`src/rtl/vn2_pkg.sv`:
```
// shared types and constants for the fractal value noise block
`default_nettype none

package vn2_pkg;

    // default sizes
    localparam int MAX_OCT_DEF  = 16;
    localparam int WT_DEPTH_DEF = 1024;

    // weight entries are unsigned q1.16
    localparam int WT_W = 17;

    // lattice points hashed per octave (4 x 4 grid)
    localparam int HASH_POINTS = 16;

    // configuration register indexes
    typedef enum logic [2:0] {
        CFG_SEED   = 3'd0,
        CFG_RATIO  = 3'd1,
        CFG_OCT    = 3'd2,
        CFG_SHIFTX = 3'd3,
        CFG_SHIFTY = 3'd4
    } cfg_idx_t;

    // hash constants
    localparam logic [31:0] HASH_MUL_Y = 32'd57;
    localparam logic [31:0] HASH_C1    = 32'd15731;
    localparam logic [31:0] HASH_C2    = 32'd789221;
    localparam logic [31:0] HASH_C3    = 32'd1376312589;
    localparam logic signed [31:0] Q30_ONE_S = 32'sh4000_0000;

    // weight table generation constants
    localparam longint HALF_PI_Q30 = 64'd1686629713;
    localparam logic [30:0] Q30_ONE_U = 31'h4000_0000;
    localparam logic [6:0] DENOM [5] = '{7'd110, 7'd72, 7'd42, 7'd20, 7'd6};
    localparam logic [32:0] RECIP [5] = '{
        33'((64'd1 << 35) / 64'd110),
        33'((64'd1 << 35) / 64'd72),
        33'((64'd1 << 35) / 64'd42),
        33'((64'd1 << 35) / 64'd20),
        33'((64'd1 << 35) / 64'd6)
    };
    localparam logic [61:0] SQ_ROUND = 62'd1 << 43;

    // blend operand select
    typedef enum logic [1:0] {
        BL_TOP = 2'd0,
        BL_BOT = 2'd1,
        BL_FIN = 2'd2
    } blend_t;

    // controller to datapath commands
    typedef struct packed {
        logic       load;
        logic       setup;
        logic       rd_y;
        logic       ld_wx;
        logic       ld_wy;
        logic       hash_vld;
        logic [3:0] hash_tag;
        logic       smooth_row;
        logic       smooth_col;
        blend_t     blend_sel;
        logic       blend_a;
        logic       blend_b;
        logic       accum;
        logic       finish;
    } cmd_t;

    // datapath status
    typedef struct packed {
        logic more;
    } stat_t;

endpackage

`default_nettype wire

```
`src/rtl/vn2_ctrl.sv`:
```
// sequencer for one noise sample: octave loop, hash issue, smoothing, blends
`default_nettype none

module vn2_ctrl
    import vn2_pkg::*;
(
    input  wire logic  clk,
    input  wire logic  rst_n,
    input  wire logic  start,
    input  wire logic  fill_done,
    input  wire stat_t stat,
    output logic       busy,
    output cmd_t       cmd
);

    localparam logic [3:0] LAST_POINT = 4'(HASH_POINTS - 1);
    localparam logic [3:0] LAST_DRAIN = 4'd2;

    typedef enum logic [16:0] {
        ST_IDLE  = 17'b00000000000000001,
        ST_CHECK = 17'b00000000000000010,
        ST_SETUP = 17'b00000000000000100,
        ST_RDX   = 17'b00000000000001000,
        ST_RDY   = 17'b00000000000010000,
        ST_HASH  = 17'b00000000000100000,
        ST_DRAIN = 17'b00000000001000000,
        ST_SM1   = 17'b00000000010000000,
        ST_SM2   = 17'b00000000100000000,
        ST_B0A   = 17'b00000001000000000,
        ST_B0B   = 17'b00000010000000000,
        ST_B1A   = 17'b00000100000000000,
        ST_B1B   = 17'b00001000000000000,
        ST_B2A   = 17'b00010000000000000,
        ST_B2B   = 17'b00100000000000000,
        ST_ACC   = 17'b01000000000000000,
        ST_FIN   = 17'b10000000000000000
    } state_t;

    state_t     state_reg, state_next;
    logic [3:0] cnt_reg, cnt_next;

    // next state and commands
    always_comb
    begin
        state_next = state_reg;
        cnt_next   = cnt_reg;
        cmd        = '0;
        cmd.blend_sel = BL_TOP;
        case (state_reg)
            ST_IDLE:
            begin
                // the request is captured at the edge that accepts it
                if (start && fill_done)
                begin
                    cmd.load   = 1'b1;
                    state_next = ST_CHECK;
                end
            end
            ST_CHECK:
            begin
                state_next = stat.more ? ST_SETUP : ST_FIN;
            end
            ST_SETUP:
            begin
                cmd.setup  = 1'b1;
                state_next = ST_RDX;
            end
            ST_RDX:
            begin
                state_next = ST_RDY;
            end
            ST_RDY:
            begin
                cmd.rd_y   = 1'b1;
                cmd.ld_wx  = 1'b1;
                cnt_next   = '0;
                state_next = ST_HASH;
            end
            ST_HASH:
            begin
                cmd.ld_wy    = (cnt_reg == 4'd0);
                cmd.hash_vld = 1'b1;
                cmd.hash_tag = cnt_reg;
                cnt_next     = cnt_reg + 4'd1;
                if (cnt_reg == LAST_POINT)
                begin
                    cnt_next   = '0;
                    state_next = ST_DRAIN;
                end
            end
            ST_DRAIN:
            begin
                // wait for the hash pipeline to empty
                cnt_next = cnt_reg + 4'd1;
                if (cnt_reg == LAST_DRAIN)
                begin
                    state_next = ST_SM1;
                end
            end
            ST_SM1:
            begin
                cmd.smooth_row = 1'b1;
                state_next     = ST_SM2;
            end
            ST_SM2:
            begin
                cmd.smooth_col = 1'b1;
                state_next     = ST_B0A;
            end
            ST_B0A:
            begin
                cmd.blend_sel = BL_TOP;
                cmd.blend_a   = 1'b1;
                state_next    = ST_B0B;
            end
            ST_B0B:
            begin
                cmd.blend_sel = BL_TOP;
                cmd.blend_b   = 1'b1;
                state_next    = ST_B1A;
            end
            ST_B1A:
            begin
                cmd.blend_sel = BL_BOT;
                cmd.blend_a   = 1'b1;
                state_next    = ST_B1B;
            end
            ST_B1B:
            begin
                cmd.blend_sel = BL_BOT;
                cmd.blend_b   = 1'b1;
                state_next    = ST_B2A;
            end
            ST_B2A:
            begin
                cmd.blend_sel = BL_FIN;
                cmd.blend_a   = 1'b1;
                state_next    = ST_B2B;
            end
            ST_B2B:
            begin
                cmd.blend_sel = BL_FIN;
                cmd.blend_b   = 1'b1;
                state_next    = ST_ACC;
            end
            ST_ACC:
            begin
                cmd.accum  = 1'b1;
                state_next = ST_CHECK;
            end
            ST_FIN:
            begin
                cmd.finish = 1'b1;
                state_next = ST_IDLE;
            end
            default:
            begin
                state_next = ST_IDLE;
            end
        endcase
    end

    // state registers
    always_ff @(posedge clk or negedge rst_n)
    begin
        if (!rst_n)
        begin
            state_reg <= ST_IDLE;
            cnt_reg   <= '0;
        end
        else
        begin
            state_reg <= state_next;
            cnt_reg   <= cnt_next;
        end
    end

    assign busy = (state_reg != ST_IDLE) || !fill_done;

endmodule

`default_nettype wire

```
`config.mk`:
```
export PLATFORM = sky130hd
export DESIGN_NAME = vn2_ctrl
export DESIGN_NICKNAME = d
export VERILOG_FILES = /design/src/rtl/vn2_pkg.sv /design/src/rtl/vn2_ctrl.sv
export SDC_FILE = /design/constraint.sdc
export NUM_CORES = 1
export LEC_CHECK = 0
export CAP_MARGIN = 40
export CORE_MARGIN = 3
export CORE_UTILIZATION = 30
export DETAILED_ROUTE_END_ITERATION = 10
export DONT_BUFFER_PORTS = 1
export PLACE_DENSITY = 0.46
export SLEW_MARGIN = 0
export SYNTH_ARGS = -nofsm -noshare
export SYNTH_HDL_FRONTEND = slang
export SYNTH_SLANG_ARGS = --single-unit
```
`constraint.sdc`:
```
create_clock -name clk -period 5.6 [get_ports clk]
set_input_delay 1.12 -clock clk [delete_from_list [all_inputs] [get_ports clk]]
set_output_delay 1.12 -clock clk [all_outputs]
set_load 0.005 [all_outputs]
```
==> results.json <==
{
  "design.core.area_um2": 4120,
  "worst-r2r-cell-count": 6,
  "cts_tree": "built",
  "num_rows": 23,
  "finClkSkew_ns": 0.00179,
  "diodes": 0,
  "clk_latency_ns": 0.26,
  "postCtsResizedCells": 0,
  "whs_ns": 0.541,
  "p_per_area_nw_per_um2": 265,
  "rsz0062_at_grt": "false",
  "stdcell_area_um2": 1400,
  "mostFrequentLayoutCells": "20 x dfrtp_1, 16 x nor2_1, 10 x nand2_1, 6 x nand3_1",
  "routed_wl_mm": 2.96,
  "fin_crit_sh_pct": 58.6,
  "synthCells": 132,
  "grtUsageTotal_pct": 12.1,
  "synth-edff-count": 0,
  "layout.nets": 142,
  "dieHeight_um": 72.1,
  "hpwl_mm": 2.24,
  "rr_endpoint": "state_reg[0]",
  "hold_class": "primary input to async pin",
  "dp_slack_ns": 2.60,
  "numCtsBuffers": 3,
  "viasPerCell": 5.52,
  "final_hold_viol_count": 0,
  "cts_buffer_depth": 2,
  "yosys_register_bits": 21,
  "fin_util_pct": 34.1,
  "mostFrequentLayoutCell": "dfrtp_1",
  "status": "finished, final reports clean",
  "clockRootBuffer": "clkbuf_8",
  "tns_ns": 0,
  "drtAntennaViolNets": 0,
  "worstSetupPathType": "flop to output port",
  "yosysTopAreaCellShare_pct": 38.1,
  "areaGrowthSynthToFinish_pct": 6.77,
  "synthTopCellsByArea": "dfrtp_1 38%, nor4_4 4.9%, nor2_1 4.6%",
  "syn-cell-area_um2": 1310,
  "drt_iter0_drc": 52,
  "synth_nets": 140,
  "fin_ws_ns": 2.32,
  "synth_warnings": 0,
  "cts.sinks": 21,
  "power.leakage_nw": 0.625,
  "synth_area_per_cell_um2": 9.94,
  "antenna_found_initial": 0,
  "initial_core_util_pct": 31.9,
  "globalplace.congestion": 0.808,
  "worst-path-max-fanout": 8,
  "via_count": 1011,
  "drtPass1Iterations": 4,
  "final_max_slew_viol_count": 0,
  "fin_crit_ns": 3.28,
  "place_area_um2": 1360,
  "critPathCaptureType": "output port",
  "die_x_um": 72.1,
  "numPortBuffers": 0,
  "synth_area_leader_cell": "dfrtp_1",
  "maxCapViolCount": 0,
  "grt_pass1_wl_mm": 4.91,
  "cp_data_arrival_time_ns": 2.16,
  "postCtsSetupRepairBufs": 0,
  "crit_start": "state_reg[9]",
  "die-area_um2": 5200,
  "drc": 0,
  "htree_levels": 1,
  "synthFlopType": "dfrtp_1",
  "routedWlPerCell_um": 16.2,
  "cts_hold_buf": 0,
  "grt-ovfl-total": 0,
  "worst_pin_slew_ns": 0.519,
  "vdd_drop_max_mv": 0.133,
  "cp.required_ns": 4.48,
  "max_slew_margin_pct": 65.1,
  "path_clk_slew_ns": 0.08,
  "ys_async_sr_fraction_pct": 100,
  "clock.fmax_mhz": 305,
  "io_pins": 24,
  "crit_path_start_kind": "flop",
  "grt_max_degree": 22,
  "rrSetupSlack_ns": 3.56,
  "timing.rr.start": "state_reg[12]",
  "seq_area_frac_synth_pct": 40.1,
  "grt_pass1_vias": 1015,
  "synth.distinct_cells": 48,
  "largest_register_ffs": 17,
  "setup_violations": 0,
  "drive_gt1_share_pct": 14.3
}
[power breakdown]
part | switching (mW) | total, mW | internal, mW
clock | 0.0538 | 0.103 | 0.0496
sequential | 0.0144 | 0.175 | 0.161
combinational | 0.0568 | 0.0924 | 0.0356
total | 0.125 | 0.371 | 0.246
[kinds of logic after synthesis]
group	after synthesis	share of synthesized area, %
AO/OA/AOI/OAI	16	9.15
XOR/XNOR	3	2.00
adder cells (fa/ha/maj)	3	2.86
buffers and inverters	6	2.38
flip-flops	21	40.1
multiplexers	1	0.763
AND/OR/NAND/NOR	82	42.7
[layer usage]
metal,GRT usage (%),wire [um],vias up
met3,4.85,227,9
met1,15.2,1310,476
met4,3.97,71,0
met5,0,0,-
met2,18.9,1350,38
li1,-,-,488
[per-stage QoR]
step | cells | total power [mW]
2_1_floorplan | 132 | 0.250
6_report | 183 | 0.371
3_5_place_dp | 179 | 0.270
5_1_grt | 183 | 0.396
3_3_place_gp | 179 | 0.269
4_1_cts | 183 | 0.377
[worst max path at each step]
stage               cells past startpoint       to  slack [ns]
global placement                        5  cmd[13]        2.64
finish                                  5  cmd[13]        2.32
floorplan                               6  cmd[13]        2.87
global route                            5  cmd[13]        2.13
detailed placement                      5  cmd[13]        2.60
CTS                                     5  cmd[13]        2.29
[worst max-delay path, cell delays in order (launching register included)]
cell     delay, ns
dfrtp_1       0.48
nor4_4        0.42
nand2_2       0.14
nor3_4        0.26
and3b_1       0.36
and3_1        0.23
[layout make-up]
cell class              instances  area [um2]
clock buffers                   3        41.3
clock inverters                 1        5.00
fillers                       434        2710
inverters                       3        11.3
multi-input cells             105         754
flip-flops and latches         21         527
well taps                      50        62.6
[cell usage after synthesis (2+ instances only)]
| master | number |
|---|---|
| a21o_1 | 2 |
| nand4_1 | 2 |
| nor2b_1 | 2 |
| nor3_1 | 5 |
| nand2_1 | 10 |
| buf_4 | 2 |
| nor3b_1 | 5 |
| nor3_4 | 2 |
| or2_1 | 3 |
| o21ai_0 | 2 |
| and2_1 | 4 |
| nor2_1 | 16 |
| dfrtp_1 | 20 |
| inv_1 | 2 |
| nor4_4 | 3 |
| nand2b_1 | 3 |
| and4b_1 | 2 |
| nand3_1 | 6 |
| nand3b_1 | 3 |
| a22o_1 | 2 |
| xnor2_1 | 2 |
| nor4_1 | 3 |
| and3_2 | 2 |
| ha_1 | 3 |
| a21oi_1 | 3 |
No activity file was read; power rests on OpenSTA's default activity.
